[src/rtl/core/clce_pkg.sv]
// Shared types and constants for the circular list cursor engine.
package clce_pkg;

  localparam int unsigned CLCE_CAPACITY    = 16;
  localparam int unsigned CLCE_VALUE_WIDTH = 32;

  typedef enum logic [2:0] {
    ACT_INSERT   = 3'd0,
    ACT_REMOVE   = 3'd1,
    ACT_FORWARD  = 3'd2,
    ACT_BACKWARD = 3'd3,
    ACT_READ     = 3'd4,
    ACT_CLEAR    = 3'd5
  } clce_action_t;

  typedef enum logic [1:0] {
    STAT_DONE    = 2'd0,
    STAT_FULL    = 2'd1,
    STAT_EMPTY   = 2'd2
  } clce_status_t;

endpackage

[src/rtl/core/circular_list_cursor_engine_unit.sv]
// Top level of the circular list cursor engine: ring sequencer, slot map and memories.
// Insert time is set by the one-slot-a-cycle free scan; remove and backward time is set
// by the predecessor walk on the link RAM port.
// One item is in flight at a time; the next is taken once the sequencer is back in idle.
// Reset empties the ring and clears control; the value and link memories are not initialised.
module circular_list_cursor_engine_unit
  import clce_pkg::*;
#(
  parameter int unsigned CAPACITY    = CLCE_CAPACITY,
  parameter int unsigned VALUE_WIDTH = CLCE_VALUE_WIDTH,
  localparam int unsigned SLOT_W     = $clog2(CAPACITY),
  localparam int unsigned CNT_W      = $clog2(CAPACITY + 1)
) (
  input  logic                          clk,
  input  logic                          rst_n,
  input  logic                          in_valid,
  output logic                          in_ready,
  input  logic [2:0]                    in_action,
  input  logic signed [VALUE_WIDTH-1:0] in_new_value,
  output logic                          out_valid,
  input  logic                          out_ready,
  output logic signed [VALUE_WIDTH-1:0] out_current_value,
  output logic                          out_is_empty,
  output logic [CNT_W-1:0]              out_entry_count,
  output logic [1:0]                    out_status
);

  typedef enum logic [2:0] {
    ST_IDLE,
    ST_SCAN,
    ST_INS_LINK,
    ST_WALK,
    ST_FWD,
    ST_VAL_CAP,
    ST_FINISH
  } state_t;

  state_t                  state_r;
  clce_action_t            act_r;
  logic [VALUE_WIDTH-1:0]  new_value_r;
  logic [CAPACITY-1:0]     slot_used_r;
  logic [SLOT_W-1:0]       cursor_r;
  logic [CNT_W-1:0]        live_r;
  logic [SLOT_W-1:0]       scan_r;
  logic [SLOT_W-1:0]       pred_r;
  logic [SLOT_W-1:0]       succ_r;
  logic                    first_r;
  logic [VALUE_WIDTH-1:0]  res_value_r;
  clce_status_t            res_status_r;
  logic                    out_valid_r;
  logic [VALUE_WIDTH-1:0]  out_value_r;
  logic                    out_empty_r;
  logic [CNT_W-1:0]        out_count_r;
  logic [1:0]              out_status_r;

  logic                    link_we;
  logic [SLOT_W-1:0]       link_waddr;
  logic [SLOT_W-1:0]       link_wdata;
  logic                    link_re;
  logic [SLOT_W-1:0]       link_raddr;
  logic [SLOT_W-1:0]       link_rdata;
  logic                    val_we;
  logic [SLOT_W-1:0]       val_waddr;
  logic [VALUE_WIDTH-1:0]  val_wdata;
  logic                    val_re;
  logic [SLOT_W-1:0]       val_raddr;
  logic [VALUE_WIDTH-1:0]  val_rdata;
  logic [SLOT_W-1:0]       walk_succ;
  logic                    accept;

  assign in_ready  = (state_r == ST_IDLE);
  assign accept    = in_valid && in_ready;
  assign walk_succ = first_r ? link_rdata : succ_r;

  clce_ram #(.WIDTH(SLOT_W), .DEPTH(CAPACITY)) u_link_ram (
    .clk   (clk),
    .we    (link_we),
    .waddr (link_waddr),
    .wdata (link_wdata),
    .re    (link_re),
    .raddr (link_raddr),
    .rdata (link_rdata)
  );

  clce_ram #(.WIDTH(VALUE_WIDTH), .DEPTH(CAPACITY)) u_value_ram (
    .clk   (clk),
    .we    (val_we),
    .waddr (val_waddr),
    .wdata (val_wdata),
    .re    (val_re),
    .raddr (val_raddr),
    .rdata (val_rdata)
  );

  always_comb begin
    link_we    = 1'b0;
    link_waddr = cursor_r;
    link_wdata = scan_r;
    link_re    = 1'b0;
    link_raddr = cursor_r;
    val_we     = 1'b0;
    val_waddr  = scan_r;
    val_wdata  = new_value_r;
    val_re     = 1'b0;
    val_raddr  = cursor_r;
    unique case (state_r)
      ST_IDLE: begin
        if (in_valid) begin
          link_re = 1'b1;
          val_re  = 1'b1;
        end
      end
      ST_SCAN: begin
        if (!slot_used_r[scan_r]) begin
          val_we     = 1'b1;
          link_we    = 1'b1;
          link_waddr = scan_r;
          link_wdata = (live_r == '0) ? scan_r : link_rdata;
        end
      end
      ST_INS_LINK: begin
        link_we    = 1'b1;
        link_waddr = cursor_r;
        link_wdata = scan_r;
      end
      ST_WALK: begin
        if (link_rdata == cursor_r) begin
          val_re = 1'b1;
          if (act_r == ACT_REMOVE) begin
            link_we    = 1'b1;
            link_waddr = pred_r;
            link_wdata = walk_succ;
            val_raddr  = walk_succ;
          end else begin
            val_raddr  = pred_r;
          end
        end else begin
          link_re    = 1'b1;
          link_raddr = link_rdata;
        end
      end
      ST_FWD: begin
        val_re    = 1'b1;
        val_raddr = link_rdata;
      end
      default: begin
      end
    endcase
  end

  always_ff @(posedge clk) begin
    if (!rst_n) begin
      state_r      <= ST_IDLE;
      slot_used_r  <= '0;
      cursor_r     <= '0;
      live_r       <= '0;
      out_valid_r  <= 1'b0;
    end else begin
      if (out_valid_r && out_ready && (state_r != ST_FINISH)) begin
        out_valid_r <= 1'b0;
      end
      unique case (state_r)
        ST_IDLE: begin
          if (accept) begin
            act_r        <= clce_action_t'(in_action);
            new_value_r  <= in_new_value;
            res_status_r <= STAT_DONE;
            res_value_r  <= '0;
            scan_r       <= '0;
            pred_r       <= cursor_r;
            first_r      <= 1'b1;
            if (in_action == ACT_INSERT) begin
              if (live_r == CNT_W'(CAPACITY)) begin
                res_status_r <= STAT_FULL;
                state_r      <= ST_VAL_CAP;
              end else begin
                state_r      <= ST_SCAN;
              end
            end else if (live_r == '0) begin
              res_status_r <= STAT_EMPTY;
              state_r      <= ST_FINISH;
            end else begin
              unique case (in_action)
                ACT_REMOVE: begin
                  if (live_r == CNT_W'(1)) begin
                    slot_used_r <= '0;
                    cursor_r    <= '0;
                    live_r      <= '0;
                    state_r     <= ST_FINISH;
                  end else begin
                    state_r     <= ST_WALK;
                  end
                end
                ACT_BACKWARD: state_r <= ST_WALK;
                ACT_FORWARD:  state_r <= ST_FWD;
                ACT_CLEAR: begin
                  slot_used_r <= '0;
                  cursor_r    <= '0;
                  live_r      <= '0;
                  state_r     <= ST_FINISH;
                end
                default: state_r <= ST_VAL_CAP;
              endcase
            end
          end
        end
        ST_SCAN: begin
          if (!slot_used_r[scan_r]) begin
            slot_used_r[scan_r] <= 1'b1;
            if (live_r == '0) begin
              cursor_r    <= scan_r;
              live_r      <= live_r + CNT_W'(1);
              res_value_r <= new_value_r;
              state_r     <= ST_FINISH;
            end else begin
              state_r     <= ST_INS_LINK;
            end
          end else begin
            scan_r <= scan_r + SLOT_W'(1);
          end
        end
        ST_INS_LINK: begin
          cursor_r    <= scan_r;
          live_r      <= live_r + CNT_W'(1);
          res_value_r <= new_value_r;
          state_r     <= ST_FINISH;
        end
        ST_WALK: begin
          first_r <= 1'b0;
          if (first_r) begin
            succ_r <= link_rdata;
          end
          if (link_rdata == cursor_r) begin
            if (act_r == ACT_REMOVE) begin
              slot_used_r[cursor_r] <= 1'b0;
              cursor_r              <= walk_succ;
              live_r                <= live_r - CNT_W'(1);
            end else begin
              cursor_r <= pred_r;
            end
            state_r <= ST_VAL_CAP;
          end else begin
            pred_r <= link_rdata;
          end
        end
        ST_FWD: begin
          cursor_r <= link_rdata;
          state_r  <= ST_VAL_CAP;
        end
        ST_VAL_CAP: begin
          res_value_r <= val_rdata;
          state_r     <= ST_FINISH;
        end
        ST_FINISH: begin
          if (!out_valid_r || out_ready) begin
            out_valid_r  <= 1'b1;
            out_value_r  <= (live_r == '0) ? '0 : res_value_r;
            out_empty_r  <= (live_r == '0);
            out_count_r  <= live_r;
            out_status_r <= res_status_r;
            state_r      <= ST_IDLE;
          end
        end
        default: state_r <= ST_IDLE;
      endcase
    end
  end

  assign out_valid         = out_valid_r;
  assign out_current_value = out_value_r;
  assign out_is_empty      = out_empty_r;
  assign out_entry_count   = out_count_r;
  assign out_status        = out_status_r;

  a_count_bound: assert property (@(posedge clk) disable iff (!rst_n)
    live_r <= CNT_W'(CAPACITY))
    else $error("Entry count exceeds the ring capacity.");

  a_full_status: assert property (@(posedge clk) disable iff (!rst_n)
    out_valid && (out_status == STAT_FULL) |-> out_entry_count == CNT_W'(CAPACITY))
    else $error("Insert rejected while the ring is not full.");

  a_empty_status: assert property (@(posedge clk) disable iff (!rst_n)
    out_valid && (out_status == STAT_EMPTY) |-> out_is_empty && (out_entry_count == '0))
    else $error("Ignored item reported on a ring that is not empty.");

  a_empty_flag: assert property (@(posedge clk) disable iff (!rst_n)
    out_valid |-> (out_is_empty == (out_entry_count == '0)))
    else $error("Empty flag disagrees with the entry count.");

endmodule

[src/rtl/core/clce_ram.sv]
// Generic single write port, single read port RAM with registered read data.
module clce_ram #(
  parameter int unsigned WIDTH = 32,
  parameter int unsigned DEPTH = 16
) (
  input  logic                     clk,
  input  logic                     we,
  input  logic [$clog2(DEPTH)-1:0] waddr,
  input  logic [WIDTH-1:0]         wdata,
  input  logic                     re,
  input  logic [$clog2(DEPTH)-1:0] raddr,
  output logic [WIDTH-1:0]         rdata
);

  logic [WIDTH-1:0] mem_r [DEPTH];
  logic [WIDTH-1:0] rdata_r;

  always_ff @(posedge clk) begin
    if (we) begin
      mem_r[waddr] <= wdata;
    end
    if (re) begin
      rdata_r <= mem_r[raddr];
    end
  end

  assign rdata = rdata_r;

endmodule
[config.mk]
export PLATFORM = sky130hd
export DESIGN_NAME = circular_list_cursor_engine_unit
export DESIGN_NICKNAME = d
export VERILOG_FILES = /design/src/rtl/core/clce_pkg.sv /design/src/rtl/core/circular_list_cursor_engine_unit.sv /design/src/rtl/core/clce_ram.sv
export SDC_FILE = /design/constraint.sdc
export NUM_CORES = 1
export LEC_CHECK = 0
export BUFFER_PORTS_ARGS = -buffer_cell sky130_fd_sc_hd__buf_2
export CAP_MARGIN = 20
export CORE_ASPECT_RATIO = 1.5
export CORE_MARGIN = 2
export CORE_UTILIZATION = 49
export CTS_CLUSTER_DIAMETER = 60
export DETAILED_ROUTE_END_ITERATION = 8
export PLACE_DENSITY = 0.76
export SYNTH_ARGS = -nofsm -noshare
export SYNTH_HDL_FRONTEND = slang
export SYNTH_SLANG_ARGS = --single-unit
[constraint.sdc]
create_clock -name clk -period 11.2 [get_ports clk]
set_input_delay 1.68 -clock clk [delete_from_list [all_inputs] [get_ports clk]]
set_output_delay 1.68 -clock clk [all_outputs]
set_load 0.02 [all_outputs]
After elaboration in Yosys (flattened, before gate mapping)
Memories as Yosys holds them, arrays and structs flattened. A register that Yosys moved wholly into a read port is not among the register bits.
Index checks and enable logic that the tools add are counted.
Storage, ports and cells
  memories kept: 2
  word-level logic and storage cells: 175
  bits in registers: 151
  memory bits (writable): 576
Memories
  u_value_ram.mem_r: depth 16, width 32, read ports 1, clocked after Yosys merged registers in 1, write ports 1, line clce_ram.sv:15  | logic [WIDTH-1:0] mem_r [DEPTH];
  u_link_ram.mem_r: depth 16, width 4, read ports 1, clocked after Yosys merged registers in 1, write ports 1, line clce_ram.sv:15
Operators by class
  $lt $le $gt $ge: 4
  reductions and logical operators: 28
  muxes and demuxes: 91
  bitwise logic cells: 3
  equality and inequality tests: 27
  add/sub/neg operators: 3
Operator list (number)
  32-bit one-hot mux with 4 select lines: 1
  16-bit two-way mux: 7
  32-bit two-way mux: 3
  4-bit two-way mux: 22
  16-bit one-hot mux with 3 select lines: 1
  4-bit one-hot mux with 2 select lines: 6
  5-bit two-way mux: 8
  16-bit one-hot mux with 2 select lines: 1
  3-bit two-way mux: 9
  4-bit one-hot mux with 5 select lines: 1
  5-bit one-hot mux with 4 select lines: 1
  1-bit two-way mux: 19
  2-bit != test, second input constant: 9
  3-bit one-hot mux with 6 select lines: 1
  16-bit bitwise AND: 1
  16-bit inverter: 1
  16-bit bitwise OR: 1
  3-bit by 2-bit equality test with 1-bit output, second input constant: 4
  3-bit equality test, second input constant: 4
  3-bit one-hot mux with 4 select lines: 1
  4-bit AND reduction: 3
  4-bit by 5-bit < comparator with 1-bit output, second input constant: 2
  5-bit one-hot mux with 2 select lines: 1
  10-bit AND reduction: 1
  31 further kinds: 48

Logic depth before layout (Yosys ltp)
Gate-level depths: netlist (run 1).
  depth after elaboration: 9
  gate-level depth with buffers: 13

Modules after synthesis
From an unflattened synthesis (run 1), not the netlist that was laid out.
Second synthesis, totals
  cell total of the unflattened synthesis: 1588
  area total of the unflattened synthesis: 30000.0 um2
Modules (own cells, without submodules)
  clce_ram at u_value_ram: area each 20155.6 um2, cells each 838, instances 1
  circular_list_cursor_engine_unit: area each 7138.1 um2, cells each 620, instances 1
  clce_ram at u_link_ram: area each 2706.3 um2, cells each 130, instances 1

Worst setup path before layout (run 1)
No wires, ideal clock.
  path kind: input -> register
  start point: input port rst_n
  end point: register res_value_r[0], enable pin
  required time: 10.730 ns
  buffers on the path: 2
  arrival time: 4.629 ns
  cell stages on the path: 4
  setup time: 0.470 ns
  slack: 6.101 ns
  path through: clkbuf_1 clkbuf_1 nand2_1 a211oi_1
Between the ends
  longest elaborated chain between the ends: 1
RTL lines
  start, declared: line circular_list_cursor_engine_unit.sv:15  | input logic rst_n,
  5-bit AND reduction (no line)
  end signal, assigned: line circular_list_cursor_engine_unit.sv:213  | res_value_r <= new_value_r;
  end signal, assigned: line circular_list_cursor_engine_unit.sv:225  | res_value_r <= new_value_r;
  end signal, assigned: line circular_list_cursor_engine_unit.sv:251  | res_value_r <= val_rdata;
  end, declared: line circular_list_cursor_engine_unit.sv:48  | logic [VALUE_WIDTH-1:0] res_value_r;
No other way between the ends.
A chain may end at the register's enable or synchronous reset.

Worst setup path after layout (run 1)
  start point: register cursor_r[1]
  end point: register u_value_ram.rdata_r[2], in the netlist u_value_ram.rdata[2] (read register of u_value_ram.mem_r), data pin
Between the ends
  longest elaborated chain between the ends: 3
RTL lines
  start, declared: line circular_list_cursor_engine_unit.sv:42  | logic [SLOT_W-1:0] cursor_r;
  start signal, assigned: line circular_list_cursor_engine_unit.sv:211  | cursor_r <= scan_r;
  start signal, assigned: line circular_list_cursor_engine_unit.sv:223  | cursor_r <= scan_r;
  start signal, assigned: line circular_list_cursor_engine_unit.sv:236  | cursor_r <= walk_succ;
  4-bit equality test: line circular_list_cursor_engine_unit.sv:127  | if (link_rdata == cursor_r) begin
  1-bit two-way mux / 4-bit two-way mux (equally long branches)
  1-bit one-hot mux with 3 select lines / 4-bit one-hot mux with 2 select lines (equally long branches): line circular_list_cursor_engine_unit.sv:106  | unique case (state_r)
  end, declared: line clce_ram.sv:16  | logic [WIDTH-1:0] rdata_r;
Parallel ways exist; a longest one is shown, timed or not.

==> metrics.md, run 1 <==
| Metric | Value |
|---|---|
| Min-delay src | res_status_r[1] |
| Hold path depth | 0 |
| Synth async-reset ratio | 0 |
| Top_reg_cell synth | edfxtp_1 |
| Ranking of synthesized cells by area | edfxtp_1 (70%), mux2i_1 (2.8%), mux2_2 (2.6%) |
| Initial DRC count | 2315 |
| Share of cells above drive strength 1 | 0.1854 |
| WP data required | 11660 ps |
| Final nets | around 2100 |
| Slew of the pin with the lowest slew margin | roughly 1100 ps |
| Reg clk slew, reported paths | approximately 70 ps |
| Design Area, Final | 0.03484 mm^2 |
| Yosys top cell area share | 0.7046 |
| Grt ovf | 0 |
| Hold_buf cts | 0 |
| Initial antenna violation count | 3 |
| Root Driver | clkbuf_16 |
| Fmax | between 150 and 200 MHz |
| Maximum Capacitance Violations | 0 |
| Post-DP Area | about 0.033 mm^2 |
| Crit path DAT | around 6100 ps |
| Dpl hpwl | 42240 um |
| Number of diodes | 0 |
| Setup repair bufs after CTS | 0 |
| R2r worst-path depth | 10 |
| FILL cells | roughly 4800 |
| Vias per cell | around 6.5 |
| Avg Inst Size Synth | between 15 and 20 um^2 |
| Total wire length | about 77000 um |
| Routed len/inst | 26.23 um |
| Synth cell count leaders | edfxtp_1 (734), nand3_1 (136), o21ai_0 (125) |
| Critical path cell sequence | xor2_1 -> or4_1 -> o31ai_4 -> buf_4 -> nor2_4 -> buf_4 -> and3b_1 -> buf_4 -> a22oi_1 -> nand3_1 |
| Layout area overhead | 11.38% |
| CTS sink cnt | approximately 760 |
| Total GRT Usage | 0.2319 |
| Worst skew pair latency | about 600 ps |
| DRT antenna net count | 0 |
| Power, Total | 8.205 mW |
| Post-synth EDFFs | 734 |
| CP max FO | just under 100 |
| R2R Path Start | cursor_r[1] |
| Status | complete, no violations |
| Ys Warns | 0 |
| Syn Std Cell Area | roughly 0.031 mm^2 |
| Post_cts resized | 0 |
| Crit Path Category | reg2reg |
| Slew Limit Fails | 0 |
| First-pass GRT wire length | between 100000 and 150000 um |
| Core region area | ~0.063 mm^2 |
| Clock skew | 16.98 ps |
| 1st-pass router iterations | 6 |
| Worst vdd ir | about 0.00013 V |
| Seq cells post-synth | about 760 |
| Synth Net Count | between 2000 and 2500 |
| Gpl congestion | between 0.8 and 0.9 |
| Inserted Clock Buffers | 67 |
| Mapped Cells | 2019 |
| Initial core utilization | 0.4950 |
| CP max stage cell | buf_4 |
| Die area | approximately 0.066 mm^2 |
| Most common cell in the netlist | edfxtp_1 |
| Clock tree buffer depth | 3 |
| Synth cell types | 72 |
| Leakage | 11.82 nW |
| Max incr delay on CP | ~850 ps |
| TritonCTS clock tree | done |
| Critical path capture point type | flip-flop |
| R2r setup slk | about 5600 ps |
| Port-buffer cells | 80 |
| Tcrit/Tclk final | 0.5016 |
| Setup violators final | 0 |
| Post-route DRC | 0 |
| Setup TNS Final | 0 ps |
| Number of global-route vias before repair | around 19000 |
| Post-synth top area cell | edfxtp_1 |
| Final hold vios | 0 |
| Crit start category | flip-flop |
| RSZ-0062 raised after global routing | no |
| Die Wd | approximately 210 um |
| Routed via count | between 15000 and 20000 |
| Cell mode on critical path | buf_4 |
| Worst Hold End | out_status[1] |
| Post-synthesis sequential area ratio | 0.7231 |
| Std-Cell Rows | about 110 |
| Largest net degree at the start of global routing | slightly below 100 |
| Fin Hold WS | between 400 and 500 ps |
| HP Class | reg2reg |
| Min Tclk post-route | roughly 5600 ps |
| Worst R2R End | u_value_ram.rdata[2] |
| H-tree levels | 3 |
| Chip Height | around 310 um |
| Slew HR | 0.2564 |
| Io pins | 81 |
| Power Density | roughly 240 mW/mm^2 |
sequential cells by signal, summed over array words and instances, names as in the netlist, 5 cells and up:
signal / flops
u_value_ram.mem_r: 512
u_link_ram.mem_r: 64
res_value_r: 32
out_entry_count: 5
new_value_r: 32
live_r: 5
out_current_value: 32
u_value_ram.rdata: 32
slot_used_r: 16
routing by layer:
layer	wire length, um	GRT usage	vias to the layer above
li1	-	-	8114
met1	28480	0.2902	9442
met2	38030	0.3918	1102
met3	6418	0.03467	229
met4	3770	0.1220	4
met5	28	0	-
worst max-delay path by stage:
stage / start / end / slack [ps] / cells after the start
floorplan: rst_n / res_value_r[0] / 6100 / 4
global placement: cursor_r[1] / u_value_ram.rdata[4] / 5800 / 10
detailed placement: cursor_r[1] / u_value_ram.rdata[2] / 5660 / 10
CTS: cursor_r[1] / u_value_ram.rdata[2] / 5620 / 10
global route: cursor_r[1] / u_value_ram.rdata[3] / 5310 / 10
finish: cursor_r[1] / u_value_ram.rdata[2] / 5580 / 10
cells in the final DEF (no fill, tap or decap), types with 29 or more instances in the layout:
master	count
mux2_2	72
and2_1	36
nor2_1	43
o21ai_0	125
clkbuf_16	69
a22oi_1	34
mux2i_1	87
a211oi_1	70
o22a_1	33
edfxtp_1	734
buf_4	47
nand2_1	84
dfxtp_1	29
o21a_1	30
a21oi_1	37
mux2_4	30
a22o_1	32
nand3_1	136
buf_2	81
a2111oi_0	64
report_power, final:
part	internal (mW)	total, mW	switching (mW)
Combinational	0.726	2.18	1.45
Sequential	3.55	3.73	0.184
Clock	1.28	2.29	1.01
stage by stage:
stage / utilization / setup slack, ps / cells
after floorplan: - / 6101 / 2019
after global placement: 0.5161 / 5796 / 2798
after global routing: 0.5513 / 5307 / 2925
final: 0.5513 / 5582 / 2925
after CTS: 0.5506 / 5623 / 2923
after detailed placement: 0.5163 / 5659 / 2800
critical path, delay by kind of cell (launching register included):
kind                   cells  cell delay [ps]
AND/OR/NAND/NOR            4             2270
buffers and inverters      3             1760
flip-flops                 1              720
XOR/XNOR                   1              360
AO/OA/AOI/OAI              2              260
kinds of logic after synthesis:
| family | after synthesis | share of synthesized area |
|---|---|---|
| buffers and inverters | 169 | 0.02280 |
| muxes | 201 | 0.07639 |
| DFF | 763 | 0.7231 |
| xor gates and xnor gates | 7 | 0.001960 |
| adders and majority gates | 8 | 0.003200 |
| and+or+nand+nor | 384 | 0.06107 |
| AOI/OAI and AO/OA | 487 | 0.1115 |
layout make-up:
| type | instances | area [um^2] | share of cell area |
|---|---|---|---|
| tap | 805 | 1007 | 0.02891 |
| multi-input combinational | 1087 | 8178 | 0.2347 |
| inverter | 17 | 63.81 | 0.001831 |
| sequential | 763 | 22620 | 0.6492 |
| timing repair buffer | 130 | 805.8 | 0.02312 |
| clock inverter | 40 | 389.1 | 0.01117 |
| clock buffer | 83 | 1779 | 0.05106 |
No activity file was read; power rests on OpenSTA's default activity.
==> inputs of run 2 (changes only) <==
clock period = 5.48 ns   (was 11.2 ns; I/O delays follow)
==> metrics.md, run 2 (synthesis gave the netlist of run 1 again) <==
| Metric | Value |
|---|---|
| Switching Share | 0.3237 (+0.0008288) |
| WP data required | 5810 ps (-5850 ps) |
| Vias per cell | 6.397 (-0.96%) |
| Finished Layout Cells | 2940 (+0.51%) |
| Multi-input gate area in the final layout | 0.008184 mm^2 (about the same) |
| Reg clk slew, reported paths | 70 ps (about the same) |
| Slew Limit Fails | 0 (unchanged) |
| Initial core utilization | 0.4950 (unchanged) |
| RSZ-0062 raised after global routing | no |
| 1st-pass router iterations | 7 (+1) |
| Critical path capture point type | flip-flop |
| Layout area overhead | 11.79% |
| Design Area, Final | 0.03497 mm^2 (+0.37%) |
| Met2 routed WL | 39190 um (+3.0%) |
| Io pins | 81 (unchanged) |
| Share of cells above drive strength 1 | 0.1874 (+0.002064) |
| Setup repair bufs after CTS | 0 (unchanged) |
| Most frequent cells in the layout | edfxtp_1 (734), nand3_1 (136), o21ai_0 (125) |
| Inserted Clock Buffers | 68 (+1.5%) |
| CTS sink cnt | 763 (unchanged) |
| Core Util, Final | 0.5534 (+0.002020) |
| Chip Height | 313.5 um (unchanged) |
| Power Density | 482.8 mW/mm^2 (+110%) |
| Std-Cell Rows | 113 (unchanged) |
| Met3 WL post-DR | 6338 um (-1.2%) |
| Routed len/inst | 26.25 um (about the same) |
| Post-route worst setup slack | 847.2 ps (-4734 ps) |
| DRT antenna net count | 0 (unchanged) |
| Power, Total | 16.88 mW (+110%) |
| Post_cts resized | 0 (unchanged) |
| Port-buffer cells | 80 (unchanged) |
| Min Tclk post-route | 4633 ps (-985.6 ps) |
| Worst skew pair latency | 630 ps (+20 ps) |
| Max incr delay on CP | 830 ps (-20 ps) |
| Root Driver | clkbuf_16 |
| FILL cells | 4757 (-0.44%) |
| Die Wd | 210.3 um (unchanged) |
| Largest register FFs | 512 (unchanged) |
| Clock tree buffer depth | 3 (unchanged) |
| Maximum Capacitance Violations | 0 (unchanged) |
| Final hold vios | 0 (unchanged) |
| Initial DRC count | 2380 (+2.8%) |
| Worst vdd ir | 0.0003605 V (+190%) |
| Top reg by flops | u_value_ram.mem_r |
| Critical path cell sequence | xor2_1 -> or4_1 -> nor4_4 -> a221o_4 -> buf_12 -> a211oi_1 -> a2111oi_0 -> nand3_1 |
| Leakage | 11.89 nW (+0.58%) |
| H-tree levels | 3 (unchanged) |
| CP max FO | 65 (-34%) |
| Die area | 0.06592 mm^2 (unchanged) |
| Dpl ws | 900.0 ps (-4759 ps) |
| M1 wire length | 27880 um (-2.1%) |
| Setup violators final | 0 (unchanged) |
| Total GRT Usage | 0.2347 (+0.002802) |
| Share of power burned in the clock network | 0.282 (+0.002) |
| Gpl congestion | 0.9126 (+1.7%) |
| Slew of the pin with the lowest slew margin | 1128 ps (+12.60 ps) |
| HP Class | in2reg |
| Fin Hold WS | 364.3 ps (-64.44 ps) |
| TritonCTS clock tree | done |
| Post-DP Area | 0.03276 mm^2 (+0.40%) |
| Sequential Area | 0.02262 mm^2 (unchanged) |
| # placed instances | 2813 (+0.46%) |
| Flop pwr share | 0.452 (-0.003) |
| Top flop regs | u_value_ram.mem_r x512, u_link_ram.mem_r x64 |
| Number of global-route vias before repair | 19070 (-0.49%) |
| Int Power | 11.42 mW (+110%) |
| Dpl hpwl | 43610 um (+3.3%) |
| Top layer in use | met4 |
| Combinational share of power | 0.266 (about the same) |
| Clock skew | 33.24 ps (+16.26 ps) |
| Slew HR | 0.2480 (-0.008399) |
| Crit Path Category | reg2reg |
| Switch Pwr | 5.466 mW (+110%) |
| CP max stage cell | or4_1 |
| Crit start category | flip-flop |
| Tcrit/Tclk final | 0.8454 (+0.3438) |
| First-pass GRT wire length | 116200 um (+0.59%) |
| Initial antenna violation count | 2 (-1) |
| Hold_buf cts | 0 (unchanged) |
| Post-route DRC | 0 (unchanged) |
| R2r setup slk | 850 ps (-4730 ps) |
| Fmax | 215.9 MHz (+21%) |
| Routed via count | 18810 (-0.45%) |
| Most common cell after layout, fill and taps aside | edfxtp_1 |
| Final nets | 2126 (+0.62%) |
| Crit path DAT | 4960 ps (-1120 ps) |
| Core region area | 0.06320 mm^2 (unchanged) |
| Grt ovf | 0 (unchanged) |
| Total wire length | 77180 um (+0.58%) |
| Setup TNS Final | 0 ps (unchanged) |
| Largest net degree at the start of global routing | 98 (-1.0%) |
| Status | complete, no violations |
==> run 2: worst paths after layout <==
| kind | cells past startpoint | from | to |
|---|---|---|---|
| setup / recovery | 8 | cursor_r[1] | u_value_ram.rdata[1] |
| hold / removal | 1 | in_new_value[27] | new_value_r[27] |
| setup reg to reg | 8 | cursor_r[1] | u_value_ram.rdata[1] |
| hold reg to reg | 0 | res_status_r[0] | out_status[0] |
==> run 2: power by group through the flow <==
stage	clock (mW)	combinational (mW)	sequential, mW
final	4.77	4.48	7.63
after global routing	5.01	4.78	7.68
after CTS	4.82	4.44	7.63
after detailed placement	0	4.41	7.75
after global placement	0	4.30	7.73
after floorplan	0	3.06	7.57
==> run 2: per-layer routing <==
metal | track usage | up-vias
li1 | - | 8156
met3 | 0.03736 | 217
met2 | 0.4052 | 1086
met5 | 0 | -
met1 | 0.2812 | 9347
met4 | 0.1304 | 0
==> run 2: layout make-up <==
class,count,share of cell area
flip-flops and latches,763,0.6468
clock buffers,87,0.05191
inverters,17,0.001825
multi-input cells,1087,0.2340
repair buffers,142,0.02576
well taps,805,0.02880
diodes,1,0.00007155
clock inverters,38,0.01077
==> run 2: worst max-delay path, delay by kind of cell (launching register included) <==
| family | cells | cell delay [ps] |
|---|---|---|
| XOR/XNOR | 1 | 240 |
| AND/OR/NAND/NOR | 3 | 1500 |
| flip-flops | 1 | 690 |
| AO/OA/AOI/OAI | 3 | 1500 |
| buffers and inverters | 1 | 350 |
